### src/sv/glyph_cell_bounding_box_top_assert.svh
// Assertion macros shared by the glyph cell bounding box RTL.
// Each macro expects clk and arst_n in the scope where it is used.
`ifndef GLYPH_CELL_BOUNDING_BOX_TOP_ASSERT_SVH
`define GLYPH_CELL_BOUNDING_BOX_TOP_ASSERT_SVH

// Same-cycle implication, checked outside reset.
`define GCBB_ASSERT(label, ante, cons, msg) \
	label: assert property (@(posedge clk) disable iff (!arst_n) (ante) |-> (cons)) \
		else $error(msg);

// Next-cycle implication, checked outside reset.
`define GCBB_ASSERT_NEXT(label, ante, cons, msg) \
	label: assert property (@(posedge clk) disable iff (!arst_n) (ante) |=> (cons)) \
		else $error(msg);

`endif

### src/sv/gcbb_pkg.sv
// Package for the glyph cell bounding box: types, register codes and reset values.
// Used by gcbb_acc and glyph_cell_bounding_box_top; depends on nothing else.
`timescale 1ns / 1ps
`default_nettype none

package gcbb_pkg;

	localparam int COORD_W   = 8;
	localparam int GLYPH_W   = 7;
	localparam int OFFS_W    = 9;
	localparam int CFG_IDX_W = 3;

	localparam logic [7:0] LOW_THR_RST   = 8'd20;
	localparam logic [7:0] EDGE_THR_RST  = 8'd200;
	localparam logic [7:0] CELL_SIZE_RST = 8'd16;
	localparam logic [4:0] CELL_COLS_RST = 5'd16;
	localparam logic [7:0] TOP_RST       = 8'hFF;

	// Configuration register indexes.
	typedef enum logic [CFG_IDX_W-1:0] {
		CFG_LOW_THR   = 3'd0,
		CFG_EDGE_THR  = 3'd1,
		CFG_CELL_W    = 3'd2,
		CFG_CELL_H    = 3'd3,
		CFG_CELL_COLS = 3'd4
	} cfg_reg_t;

	typedef logic [COORD_W-1:0] coord_t;

	// One cell accumulator entry.
	typedef struct packed {
		logic   any;
		coord_t lo_x;
		coord_t hi_x;
		coord_t lo_y;
		coord_t hi_y;
		coord_t edge_x;
		coord_t edge_y;
	} acc_t;

	// Pixel as it leaves the raster stage.
	typedef struct packed {
		logic               frame_start;
		logic               start;
		logic               final_px;
		logic               last_glyph;
		logic               low_hit;
		logic               edge_hit;
		coord_t             x;
		coord_t             y;
		logic [GLYPH_W-1:0] glyph;
	} pix_t;

	// Finished cell as it leaves the accumulator.
	typedef struct packed {
		logic [GLYPH_W-1:0] glyph;
		logic               last_glyph;
		acc_t               acc;
		coord_t             top;
		coord_t             bottom;
	} res_t;

endpackage

`default_nettype wire

### src/sv/glyph_cell_bounding_box_top.sv
// Top level of the glyph cell bounding box: config registers, raster counters,
// output register. Depends on gcbb_pkg, gcbb_acc and the assertion macro header.
//
//   Channel   Handshake                Payload
//   --------  -----------------------  ------------------------------------------
//   pixel in  in_valid / in_stall      alpha, frame_start
//   result    out_valid / out_stall    glyph_index .. last (one per finished cell)
//   config    cfg_valid / cfg_ready    cfg_index, cfg_data
//
// One pixel is taken per cycle while in_stall is low. A result passes stage 1,
// stage 2 and the output register before it shows on out_valid. The accumulator
// memory is read as a pixel is taken and written back from stage 1; a stage 2
// bypass covers the same entry. in_stall rises only when a finished cell waits in
// stage 2 behind a held result. Reset clears counters and extents; accumulator
// entries start on a cell's first pixel, so the memory needs no clearing pass.
`timescale 1ns / 1ps
`default_nettype none
`include "glyph_cell_bounding_box_top_assert.svh"

module glyph_cell_bounding_box_top #(
	parameter int MAX_COLUMNS = 16,
	parameter int GLYPH_COUNT = 128
) (
	input  logic                             clk,
	input  logic                             arst_n,
	input  logic                             in_valid,
	output logic                             in_stall,
	input  logic [7:0]                       alpha,
	input  logic                             frame_start,
	output logic                             out_valid,
	input  logic                             out_stall,
	output logic [gcbb_pkg::GLYPH_W-1:0]     glyph_index,
	output logic                             empty_res,
	output logic [7:0]                       box_left,
	output logic [7:0]                       box_top,
	output logic [7:0]                       box_width,
	output logic [7:0]                       box_height,
	output logic signed [gcbb_pkg::OFFS_W-1:0] edge_offset_x,
	output logic signed [gcbb_pkg::OFFS_W-1:0] edge_offset_y,
	output logic [7:0]                       global_top,
	output logic [7:0]                       global_bottom,
	output logic                             last,
	input  logic                             cfg_valid,
	output logic                             cfg_ready,
	input  logic [gcbb_pkg::CFG_IDX_W-1:0]   cfg_index,
	input  logic [7:0]                       cfg_data
);
	import gcbb_pkg::*;

	localparam int NW = $clog2(MAX_COLUMNS + 1);
	localparam int RW = $clog2(GLYPH_COUNT + 1);
	localparam int IW = $clog2(GLYPH_COUNT + MAX_COLUMNS + 1);

	// Configuration registers.
	logic [7:0]     low_thr_q;
	logic [7:0]     edge_thr_q;
	coord_t         cell_w_q;
	coord_t         cell_h_q;
	logic [4:0]     cell_cols_q;

	// Raster position.
	coord_t         x_q;
	coord_t         y_q;
	logic [NW-1:0]  col_q;
	logic [RW-1:0]  row_q;
	logic           done_q;

	// Output register.
	logic           out_valid_q;
	res_t           out_q;

	coord_t         w_eff;
	coord_t         h_eff;
	logic [NW-1:0]  cols_eff;
	coord_t         x0;
	coord_t         y0;
	logic [NW-1:0]  col_c;
	logic [NW-1:0]  col0;
	logic [RW-1:0]  row0;
	logic           done0;
	logic [IW-1:0]  idx;
	logic [IW-1:0]  row_sum;
	logic [COORD_W:0] x_inc;
	logic [COORD_W:0] y_inc;
	logic [NW:0]    col_inc;
	logic           active;
	logic           accept;
	logic           adv;
	logic           out_free;
	logic           acc_in_v;
	pix_t           pix;
	logic           res_valid;
	res_t           res;

	// Configuration writes are always taken.
	assign cfg_ready = 1'b1;

	always_ff @(posedge clk or negedge arst_n) begin
		if (!arst_n) begin
			low_thr_q   <= LOW_THR_RST;
			edge_thr_q  <= EDGE_THR_RST;
			cell_w_q    <= CELL_SIZE_RST;
			cell_h_q    <= CELL_SIZE_RST;
			cell_cols_q <= CELL_COLS_RST;
		end else if (cfg_valid && cfg_ready) begin
			unique case (cfg_index)
				CFG_LOW_THR:   low_thr_q   <= cfg_data;
				CFG_EDGE_THR:  edge_thr_q  <= cfg_data;
				CFG_CELL_W:    cell_w_q    <= cfg_data;
				CFG_CELL_H:    cell_h_q    <= cfg_data;
				CFG_CELL_COLS: cell_cols_q <= cfg_data[4:0];
				default: begin
				end
			endcase
		end
	end

	// Effective sizes: zero acts as one, columns saturate at the memory depth.
	always_comb begin
		w_eff = (cell_w_q == '0) ? COORD_W'(1) : cell_w_q;
		h_eff = (cell_h_q == '0) ? COORD_W'(1) : cell_h_q;
		if (cell_cols_q == '0) begin
			cols_eff = NW'(1);
		end else if (int'(cell_cols_q) > MAX_COLUMNS) begin
			cols_eff = NW'(MAX_COLUMNS);
		end else begin
			cols_eff = NW'(cell_cols_q);
		end
	end

	// Handshake: stall only when a finished cell cannot move to the output.
	assign out_free = !out_valid_q || !out_stall;
	assign adv      = !res_valid || out_free;
	assign in_stall = !adv;
	assign accept   = in_valid && adv;

	// Current pixel position, with a frame start applied first.
	always_comb begin
		x0    = frame_start ? '0 : x_q;
		y0    = frame_start ? '0 : y_q;
		col_c = frame_start ? '0 : col_q;
		row0  = frame_start ? '0 : row_q;
		done0 = frame_start ? 1'b0 : done_q;
		col0  = (col_c >= cols_eff) ? '0 : col_c;
		idx   = IW'(row0) + IW'(col0);
		x_inc = {1'b0, x0} + 1'b1;
		y_inc = {1'b0, y0} + 1'b1;
		col_inc = {1'b0, col0} + 1'b1;
		row_sum = IW'(row0) + IW'(cols_eff);
		active  = !done0 && (idx < IW'(GLYPH_COUNT));

		pix.frame_start = frame_start;
		pix.start       = (x0 == '0) && (y0 == '0);
		pix.final_px    = (x_inc >= {1'b0, w_eff}) && (y_inc >= {1'b0, h_eff});
		pix.last_glyph  = pix.final_px && active && (idx == IW'(GLYPH_COUNT - 1));
		pix.low_hit     = alpha > low_thr_q;
		pix.edge_hit    = alpha >= edge_thr_q;
		pix.x           = x0;
		pix.y           = y0;
		pix.glyph       = GLYPH_W'(idx);
	end

	assign acc_in_v = accept && active;

	// Raster counters advance on every transfer until the atlas is done.
	always_ff @(posedge clk or negedge arst_n) begin
		if (!arst_n) begin
			x_q    <= '0;
			y_q    <= '0;
			col_q  <= '0;
			row_q  <= '0;
			done_q <= 1'b0;
		end else if (accept && !done0) begin
			done_q <= pix.last_glyph;
			if (x_inc < {1'b0, w_eff}) begin
				x_q   <= x_inc[COORD_W-1:0];
				y_q   <= y0;
				col_q <= col0;
				row_q <= row0;
			end else begin
				x_q <= '0;
				if (col_inc < {1'b0, cols_eff}) begin
					col_q <= col_inc[NW-1:0];
					y_q   <= y0;
					row_q <= row0;
				end else begin
					col_q <= '0;
					if (y_inc < {1'b0, h_eff}) begin
						y_q   <= y_inc[COORD_W-1:0];
						row_q <= row0;
					end else begin
						y_q   <= '0;
						row_q <= (row_sum > IW'(GLYPH_COUNT)) ? RW'(GLYPH_COUNT)
						                                      : RW'(row_sum);
					end
				end
			end
		end
	end

	gcbb_acc #(
		.MAX_COLUMNS(MAX_COLUMNS)
	) u_acc (
		.clk      (clk),
		.arst_n   (arst_n),
		.adv      (adv),
		.in_v     (acc_in_v),
		.pix      (pix),
		.col      (col0),
		.cell_w   (w_eff),
		.cell_h   (h_eff),
		.res_valid(res_valid),
		.res      (res)
	);

	// Output register.
	always_ff @(posedge clk or negedge arst_n) begin
		if (!arst_n) begin
			out_valid_q <= 1'b0;
		end else if (out_free) begin
			out_valid_q <= res_valid;
		end
	end

	always_ff @(posedge clk) begin
		if (out_free && res_valid) begin
			out_q <= res;
		end
	end

	// Result fields; an empty cell reports a zero box and zero offsets.
	assign out_valid     = out_valid_q;
	assign glyph_index   = out_q.glyph;
	assign empty_res     = !out_q.acc.any;
	assign box_left      = out_q.acc.any ? out_q.acc.lo_x : '0;
	assign box_top       = out_q.acc.any ? out_q.acc.lo_y : '0;
	assign box_width     = out_q.acc.any ? (out_q.acc.hi_x - out_q.acc.lo_x + 8'd1) : '0;
	assign box_height    = out_q.acc.any ? (out_q.acc.hi_y - out_q.acc.lo_y + 8'd1) : '0;
	assign edge_offset_x = out_q.acc.any
		? $signed({1'b0, out_q.acc.edge_x} - {1'b0, out_q.acc.lo_x}) : '0;
	assign edge_offset_y = out_q.acc.any
		? $signed({1'b0, out_q.acc.edge_y} - {1'b0, out_q.acc.lo_y}) : '0;
	assign global_top    = out_q.top;
	assign global_bottom = out_q.bottom;
	assign last          = out_q.last_glyph;

	`GCBB_ASSERT(a_last_is_final_glyph, out_valid_q && out_q.last_glyph, out_q.glyph == GLYPH_W'(GLYPH_COUNT - 1), "last flag on wrong glyph")
	`GCBB_ASSERT(a_done_blocks_cells, accept && done_q && !frame_start, !acc_in_v, "pixel accumulated after atlas end")
	`GCBB_ASSERT_NEXT(a_final_sets_done, acc_in_v && pix.last_glyph, done_q, "atlas end not recorded")

endmodule

`default_nettype wire

### src/sv/gcbb_acc.sv
// Cell accumulator memory with read-modify-write pipeline and running extents.
// Depends on gcbb_pkg and the assertion macro header.
`timescale 1ns / 1ps
`default_nettype none
`include "glyph_cell_bounding_box_top_assert.svh"

module gcbb_acc #(
	parameter int MAX_COLUMNS = 16
) (
	input  logic                               clk,
	input  logic                               arst_n,
	input  logic                               adv,
	input  logic                               in_v,
	input  gcbb_pkg::pix_t                     pix,
	input  logic [$clog2(MAX_COLUMNS+1)-1:0]   col,
	input  gcbb_pkg::coord_t                   cell_w,
	input  gcbb_pkg::coord_t                   cell_h,
	output logic                               res_valid,
	output gcbb_pkg::res_t                     res
);
	import gcbb_pkg::*;

	localparam int NW = $clog2(MAX_COLUMNS + 1);
	localparam int AW = (MAX_COLUMNS > 1) ? $clog2(MAX_COLUMNS) : 1;

	acc_t             mem [MAX_COLUMNS];
	acc_t             rd_q;

	logic             v_s1;
	pix_t             pix_s1;
	logic [NW-1:0]    col_s1;

	logic             v_s2;
	acc_t             acc_s2;
	logic [NW-1:0]    col_s2;
	logic             final_s2;
	logic             last_s2;
	logic [GLYPH_W-1:0] glyph_s2;
	coord_t           top_s2;
	coord_t           bot_s2;

	coord_t           run_top_q;
	coord_t           run_bot_q;

	logic             fwd;
	acc_t             base;
	acc_t             acc_new;
	coord_t           top_base;
	coord_t           bot_base;
	coord_t           top_new;
	coord_t           bot_new;

	// Pick the entry the pixel updates: fresh at a cell's first pixel, else the
	// stage 2 copy when it was written while this read was in flight.
	always_comb begin
		fwd = v_s2 && (col_s2 == col_s1);
		priority if (pix_s1.start) begin
			base.any    = 1'b0;
			base.lo_x   = '0;
			base.hi_x   = '0;
			base.lo_y   = '0;
			base.hi_y   = '0;
			base.edge_x = cell_w;
			base.edge_y = cell_h;
		end else if (fwd) begin
			base = acc_s2;
		end else begin
			base = rd_q;
		end
	end

	// Merge the pixel into the box and the edge minimums.
	always_comb begin
		acc_new = base;
		if (pix_s1.low_hit) begin
			if (!base.any) begin
				acc_new.any  = 1'b1;
				acc_new.lo_x = pix_s1.x;
				acc_new.hi_x = pix_s1.x;
				acc_new.lo_y = pix_s1.y;
				acc_new.hi_y = pix_s1.y;
			end else begin
				if (pix_s1.x < base.lo_x) acc_new.lo_x = pix_s1.x;
				if (pix_s1.x > base.hi_x) acc_new.hi_x = pix_s1.x;
				if (pix_s1.y < base.lo_y) acc_new.lo_y = pix_s1.y;
				if (pix_s1.y > base.hi_y) acc_new.hi_y = pix_s1.y;
			end
		end
		if (pix_s1.edge_hit) begin
			if (pix_s1.x < base.edge_x) acc_new.edge_x = pix_s1.x;
			if (pix_s1.y < base.edge_y) acc_new.edge_y = pix_s1.y;
		end
	end

	// Running vertical extents; a frame start reloads them before this cell.
	always_comb begin
		top_base = pix_s1.frame_start ? cell_h : run_top_q;
		bot_base = pix_s1.frame_start ? '0 : run_bot_q;
		top_new  = top_base;
		bot_new  = bot_base;
		if (pix_s1.final_px && acc_new.any) begin
			if (acc_new.lo_y < top_base) top_new = acc_new.lo_y;
			if (acc_new.hi_y > bot_base) bot_new = acc_new.hi_y;
		end
	end

	// Accumulator memory: write back from stage 1, read for the incoming pixel.
	always_ff @(posedge clk) begin
		if (adv) begin
			if (v_s1) begin
				mem[col_s1[AW-1:0]] <= acc_new;
			end
			rd_q <= mem[col[AW-1:0]];
		end
	end

	// Stage valids and running extents.
	always_ff @(posedge clk or negedge arst_n) begin
		if (!arst_n) begin
			v_s1      <= 1'b0;
			v_s2      <= 1'b0;
			run_top_q <= TOP_RST;
			run_bot_q <= '0;
		end else if (adv) begin
			v_s1 <= in_v;
			v_s2 <= v_s1;
			if (v_s1) begin
				run_top_q <= top_new;
				run_bot_q <= bot_new;
			end
		end
	end

	// Stage payloads.
	always_ff @(posedge clk) begin
		if (adv) begin
			pix_s1   <= pix;
			col_s1   <= col;
			acc_s2   <= acc_new;
			col_s2   <= col_s1;
			final_s2 <= pix_s1.final_px;
			last_s2  <= pix_s1.last_glyph;
			glyph_s2 <= pix_s1.glyph;
			top_s2   <= top_new;
			bot_s2   <= bot_new;
		end
	end

	assign res_valid      = v_s2 && final_s2;
	assign res.glyph      = glyph_s2;
	assign res.last_glyph = last_s2;
	assign res.acc        = acc_s2;
	assign res.top        = top_s2;
	assign res.bottom     = bot_s2;

	`GCBB_ASSERT(a_hold_only_on_result, !adv, res_valid, "pipeline held with no finished cell")
	`GCBB_ASSERT(a_top_covers_box, res_valid && acc_s2.any, top_s2 <= acc_s2.lo_y, "global top above box")
	`GCBB_ASSERT(a_bot_covers_box, res_valid && acc_s2.any, bot_s2 >= acc_s2.hi_y, "global bottom below box")

endmodule

`default_nettype wire

### config.mk
export PLATFORM = sky130hd
export DESIGN_NAME = glyph_cell_bounding_box_top
export DESIGN_NICKNAME = d
export VERILOG_FILES = /design/src/sv/gcbb_pkg.sv /design/src/sv/glyph_cell_bounding_box_top.sv /design/src/sv/gcbb_acc.sv
export VERILOG_INCLUDE_DIRS = /design/src /design/src/sv
export SDC_FILE = /design/constraint.sdc
export NUM_CORES = 2
export LEC_CHECK = 0
export ABC_AREA = 1
export BUFFER_PORTS_ARGS = -buffer_cell sky130_fd_sc_hd__clkbuf_2
export CAP_MARGIN = 20
export CORE_UTILIZATION = 45
export CTS_CLUSTER_SIZE = 10
export DETAILED_ROUTE_END_ITERATION = 16
export PLACE_DENSITY_LB_ADDON = 0.12
export SLEW_MARGIN = 10
export SYNTH_ARGS = -nofsm -noshare
export SYNTH_HDL_FRONTEND = slang
export SYNTH_SLANG_ARGS = --single-unit
### constraint.sdc
create_clock -name clk -period 6.7 [get_ports clk]
set_clock_uncertainty 0.1 [all_clocks]
set_input_delay 1.34 -clock clk [delete_from_list [all_inputs] [get_ports clk]]
set_output_delay 1.34 -clock clk [all_outputs]
set_load 0.02 [all_outputs]
### After elaboration in Yosys (flattened, before gate mapping)

Memories as Yosys holds them, arrays and structs flattened. A register that Yosys moved wholly into a read port is not among the register bits.
Cells that the tools add are included.
Widths: inputs -> output; s select.

* register bits: 272
* memories kept: 1
* logic and storage cells: 164
* RAM bits: 784
* input bits: 25

Memories
* u_acc.mem: words 16, width 49, rd ports 1, clocked after memory_dff 1, wr ports 1, RTL line gcbb_acc.sv:26 `acc_t mem [MAX_COLUMNS];`

* mux-type cells: 46
* reductions and logical operators: 32
* equality and inequality tests: 6
* $add $sub $neg: 11
* order comparisons: 19

Operators by type and width (number)
* $mux 8: 29
* $mux 49: 2
* $lt 8x8->1: 5
* $mux 33: 1
* $gt 8x8->1: 4
* $logic_not 8->1: 4
* $mux 32: 1
* $mux 5: 6
* $add 8x1->9 const B: 2
* $ge 9x8->1: 2
* $lt 9x8->1: 2
* $mux 9: 2
* $sub 8x8->9: 2
* $add 8x1->8 const B: 2
* $add 8x5->8: 2
* $mux 16: 1
* $sub 8x8->8: 2
* $logic_and 1x1->1: 12
* $reduce_and 2->1: 6
* $eq 8x7->1 const B: 1
* $ge 8x8->1: 1
* $gt 8x8->1 const B: 1
* $lt 8x8->1 const B: 1
* $add 5x1->6 const B: 1
* other kinds (12): 22

### Logic depth before layout (Yosys ltp)

* word-level depth: 11
* depth in mapped cells: 35

### Cells and area by module

From an unflattened synthesis, not the netlist that was laid out.

* cell total of the unflattened synthesis: 4043
* area total of the unflattened synthesis: 49089.6 um2

Modules (own cells, without submodules)
* gcbb_acc: area each 39868.2 um2, seq. area each 28867.7 um2, instances 1, cells an instance 2921
* glyph_cell_bounding_box_top: area each 9221.3 um2, seq. area each 3903.7 um2, instances 1, cells an instance 1122

### Worst setup path after synthesis

Ideal clock, no wire load.

* path kind: in2reg
* start: in out_stall
* end: reg col_q[0]
* data arrival time: 6037 ps
* buffers on the path: 2
* setup time: 131 ps
* data required time: 6469 ps
* stages on the path: 8
* path slack: 432 ps
* cell sequence: nand2_1 -> nor2_1 -> inv_1 -> o211ai_1 -> inv_1 -> clkbuf_1 -> clkbuf_1 -> o22ai_1

* cells in the longest elaborated chain, start to end: 5

RTL lines
* start, declared: RTL line glyph_cell_bounding_box_top.sv:31 `input logic out_stall,`
* $logic_not 1->1: RTL line glyph_cell_bounding_box_top.sv:132 `assign out_free = !out_valid_q || !out_stall;`
* $logic_or 1x1->1: RTL line glyph_cell_bounding_box_top.sv:132
* $logic_or 1x1->1: RTL line glyph_cell_bounding_box_top.sv:133 `assign adv = !res_valid || out_free;`
* $logic_and 1x1->1: RTL line glyph_cell_bounding_box_top.sv:135 `assign accept = in_valid && adv;`
* $logic_and 1x1->1: RTL line glyph_cell_bounding_box_top.sv:173 `end else if (accept && !done0) begin`
* end signal, assigned: RTL line glyph_cell_bounding_box_top.sv:178 `col_q <= col0;`
* end signal, assigned: RTL line glyph_cell_bounding_box_top.sv:183 `col_q <= col_inc[NW-1:0];`
* end, declared: RTL line glyph_cell_bounding_box_top.sv:64 `logic [NW-1:0] col_q;`

Every way passes these cells.
A chain may end at the register's enable or synchronous reset.

==> results.json <==
{
  "worst_slack_ps": 1370,
  "n_fill_cell": 9081,
  "first_pass_iters": 5,
  "grt_setup_unrepaired": "false",
  "wl_mm": 129,
  "timing.hold.ws_ps": 314,
  "ctsResizeCount": 0,
  "synth_area_per_cell_sq_um": 12.5,
  "peakVddDrop_mv": 0.252,
  "path_clk_slew_ps": 60,
  "drt_iter0_drc": 2481,
  "ios": 103,
  "dr_total_vias": 30400,
  "synth-xor-area-share": 0.00599,
  "antenna_found_initial": 2,
  "synthCells": 3853,
  "dp_hpwl_mm": 75.7,
  "synth_cell_type_count": 63,
  "path_max_fanout": 37,
  "grt.overflow.total": 0,
  "drv_cap": 0,
  "post_cts_buffers": 0,
  "num_rows": 119,
  "fin_area_sq_um": 54200,
  "synth-compound-area-share": 0.101,
  "multi_input_area_sq_um": 13700,
  "numCtsBuffers": 131,
  "drive_gt1_frac": 0.114,
  "grt_pass1_wl_mm": 192,
  "p_leak_nw": 20.0,
  "grt_pass1_vias": 29300,
  "synth_nets": 4041,
  "die_h_um": 330,
  "cts_htree_levels": 4,
  "cts_tree": "done",
  "ys_warn_count": 0,
  "placed_cells": 5222,
  "cts_hold_buf": 0,
  "cp_data_required_time_ps": 7070,
  "pre_cts_slack_ps": 1350,
  "setup_viol": 0,
  "relSlewSlack": 0.223,
  "hold_viol": 0,
  "timing.setup.tns_ps": 0,
  "cp-start-kind": "register",
  "syn_to_final_growth_pct": 12.3,
  "gp_congestion": 0.878,
  "drtAntennaViolNets": 0,
  "synth.most_common_cell": "edfxtp_1",
  "fin_cells": 5401,
  "final-max-slew-violation-count": 0,
  "synth_area_leaders": "edfxtp_1, o21ai_0, nor2_1, ha_1, mux2i_1",
  "synth_area_leader_cell": "edfxtp_1",
  "arrival_ps": 5700,
  "portBuffers": 101,
  "synth_top_family_by_area": "compound AO/OA/AOI/OAI gates",
  "layout_min_cycle_time_ps": 5330,
  "drc": 0,
  "ys_seq_elements": 1105,
  "grt_use_total": 0.240,
  "cts.sinks": 1105,
  "synth_fa_ha_area_frac": 0.0432,
  "synth_flop_cell": "edfxtp_1",
  "nets": 4152,
  "synth_top_area_share": 0.634,
  "worstMarginPinSlew_ps": 1170,
  "die_w_um": 330,
  "synth_simple_gate_area_frac": 0.0895,
  "ys_seq_area_frac": 0.679,
  "yosys-top-cells-count": "edfxtp_1, nor2_1, o21ai_0",
  "final_util": 0.512,
  "synth_area_sq_um": 48300,
  "p_total_mw": 22.1,
  "wl_per_cell_um": 23.9,
  "p_per_area_nw_per_um2": 408,
  "dieArea_sq_um": 109000,
  "muxShareOfSynthArea": 0.0406,
  "synth-edff-count": 1019,
  "worstHoldPathType": "register to register",
  "async_flop_share": 0.0778,
  "start_util": 0.456,
  "critPathKind": "register to register",
  "core_sq_um": 106000,
  "outcome": "finished clean",
  "grt_max_degree": 197,
  "register_area_sq_um": 32800,
  "fmax_mhz": 188,
  "cts_root_buf": "clkbuf_16",
  "clkLatencyLatePin_ps": 740,
  "viasPerCell": 5.63,
  "post-route-period-util": 0.795,
  "postPlaceCellArea_sq_um": 50600,
  "crit_path_end_kind": "register",
  "cts.path.max_buffers": 3
}
[registers in the layout, indices dropped and copies added (netlist names), 29 cells and up]
signal and count:
u_acc.res 49, u_acc.pix_s1 29, out_q 49, u_acc.mem 784, u_acc.rd_q 49
[cells by family after synthesis]
family	count (synthesis)
XOR/XNOR	33
AO/OA/AOI/OAI	825
buffers and inverters	479
flip-flops	1105
adder cells (fa/ha/maj)	163
AND/OR/NAND/NOR	1051
other	1
multiplexers	196
[worst paths after layout]
check | cells past startpoint | to | slack, ps | start
worst max register to register | 21 | u_acc.top_s2[5]$_DFFE_PN_ | 1370 | u_acc.col_s1[2]$_DFFE_PN_
worst min-delay path | 0 | u_acc.glyph_s2[0]$_DFFE_PN_ | 310 | u_acc.pix_s1[0]$_DFFE_PN_
worst min register to register | 0 | u_acc.glyph_s2[0]$_DFFE_PN_ | 310 | u_acc.pix_s1[0]$_DFFE_PN_
min in group asynchronous | 1 | row_q[5]$_DFFE_PN0P_ | 520 | arst_n
worst max-delay path | 21 | u_acc.top_s2[5]$_DFFE_PN_ | 1370 | u_acc.col_s1[2]$_DFFE_PN_
max in group asynchronous | 2 | u_acc.run_bot_q[7]$_DFFE_PN0P_ | 4870 | arst_n
[cells in the final DEF, fill, tap and decap left out, types with 8 or more instances in the layout]
cell type,count
a21oi_1,112
a22oi_1,12
a31oi_1,10
and2_1,8
buf_12,11
buf_4,79
clkbuf_1,26
clkbuf_16,134
clkbuf_2,100
dfrtp_1,70
dfstp_2,16
edfxtp_1,1019
ha_1,157
inv_1,247
inv_2,14
inv_6,9
mux2i_1,196
nand2_1,369
nand2_2,22
nand3_1,64
nand4_1,8
nor2_1,511
nor2_4,20
nor3_1,15
o211ai_1,15
o21a_1,9
o21ai_0,425
o21ai_1,26
o21bai_1,18
o221ai_1,106
o22ai_1,47
or2_2,9
xnor2_1,8
xor2_1,25
[routing by layer]
metal | part of all wire | up-vias | track usage
met2 | 0.46 | 928 | 0.378
met1 | 0.46 | 15200 | 0.348
met3 | 0.057 | 143 | 0.0343
li1 | - | 14100 | -
met4 | 0.019 | 0 | 0.0641
met5 | 0 | - | 0
[critical path: stages, from the launching register on]
cell and delay (ps):
edfxtp_1 470, inv_2 120, nor2_1 50, nor2_1 180, nand3_4 430, inv_2 410
or2_2 170, o211ai_1 120, ha_1 250, a21oi_1 140, nor2_1 50, a211oi_1 190
nand2_1 100, nand2_2 90, nand2_4 100, o21ai_0 300, inv_1 340, ha_1 410
a21oi_1 150, o2111a_1 490, nand3_1 170, and2_1 200
[cell type report]
cell class	instances	area share
Timing Repair Buffer	190	0.0242
Antenna cell	1	0.0000461
Multi-Input combinational cell	2269	0.253
Tap cell	1391	0.0321
Clock buffer	162	0.0641
Sequential cell	1105	0.604
Clock inverter	16	0.00293
Inverter	267	0.0190
[power by group]
| part | switching (mW) | leakage (nW) | total [mW] | internal, mW |
|---|---|---|---|---|
| registers | 0.524 | 10.7 | 10.2 | 9.71 |
| clock network | 2.65 | 1.77 | 6.27 | 3.62 |
| logic | 4.04 | 7.51 | 5.60 | 1.56 |
Note: power is estimated with default switching activity, not from simulation.
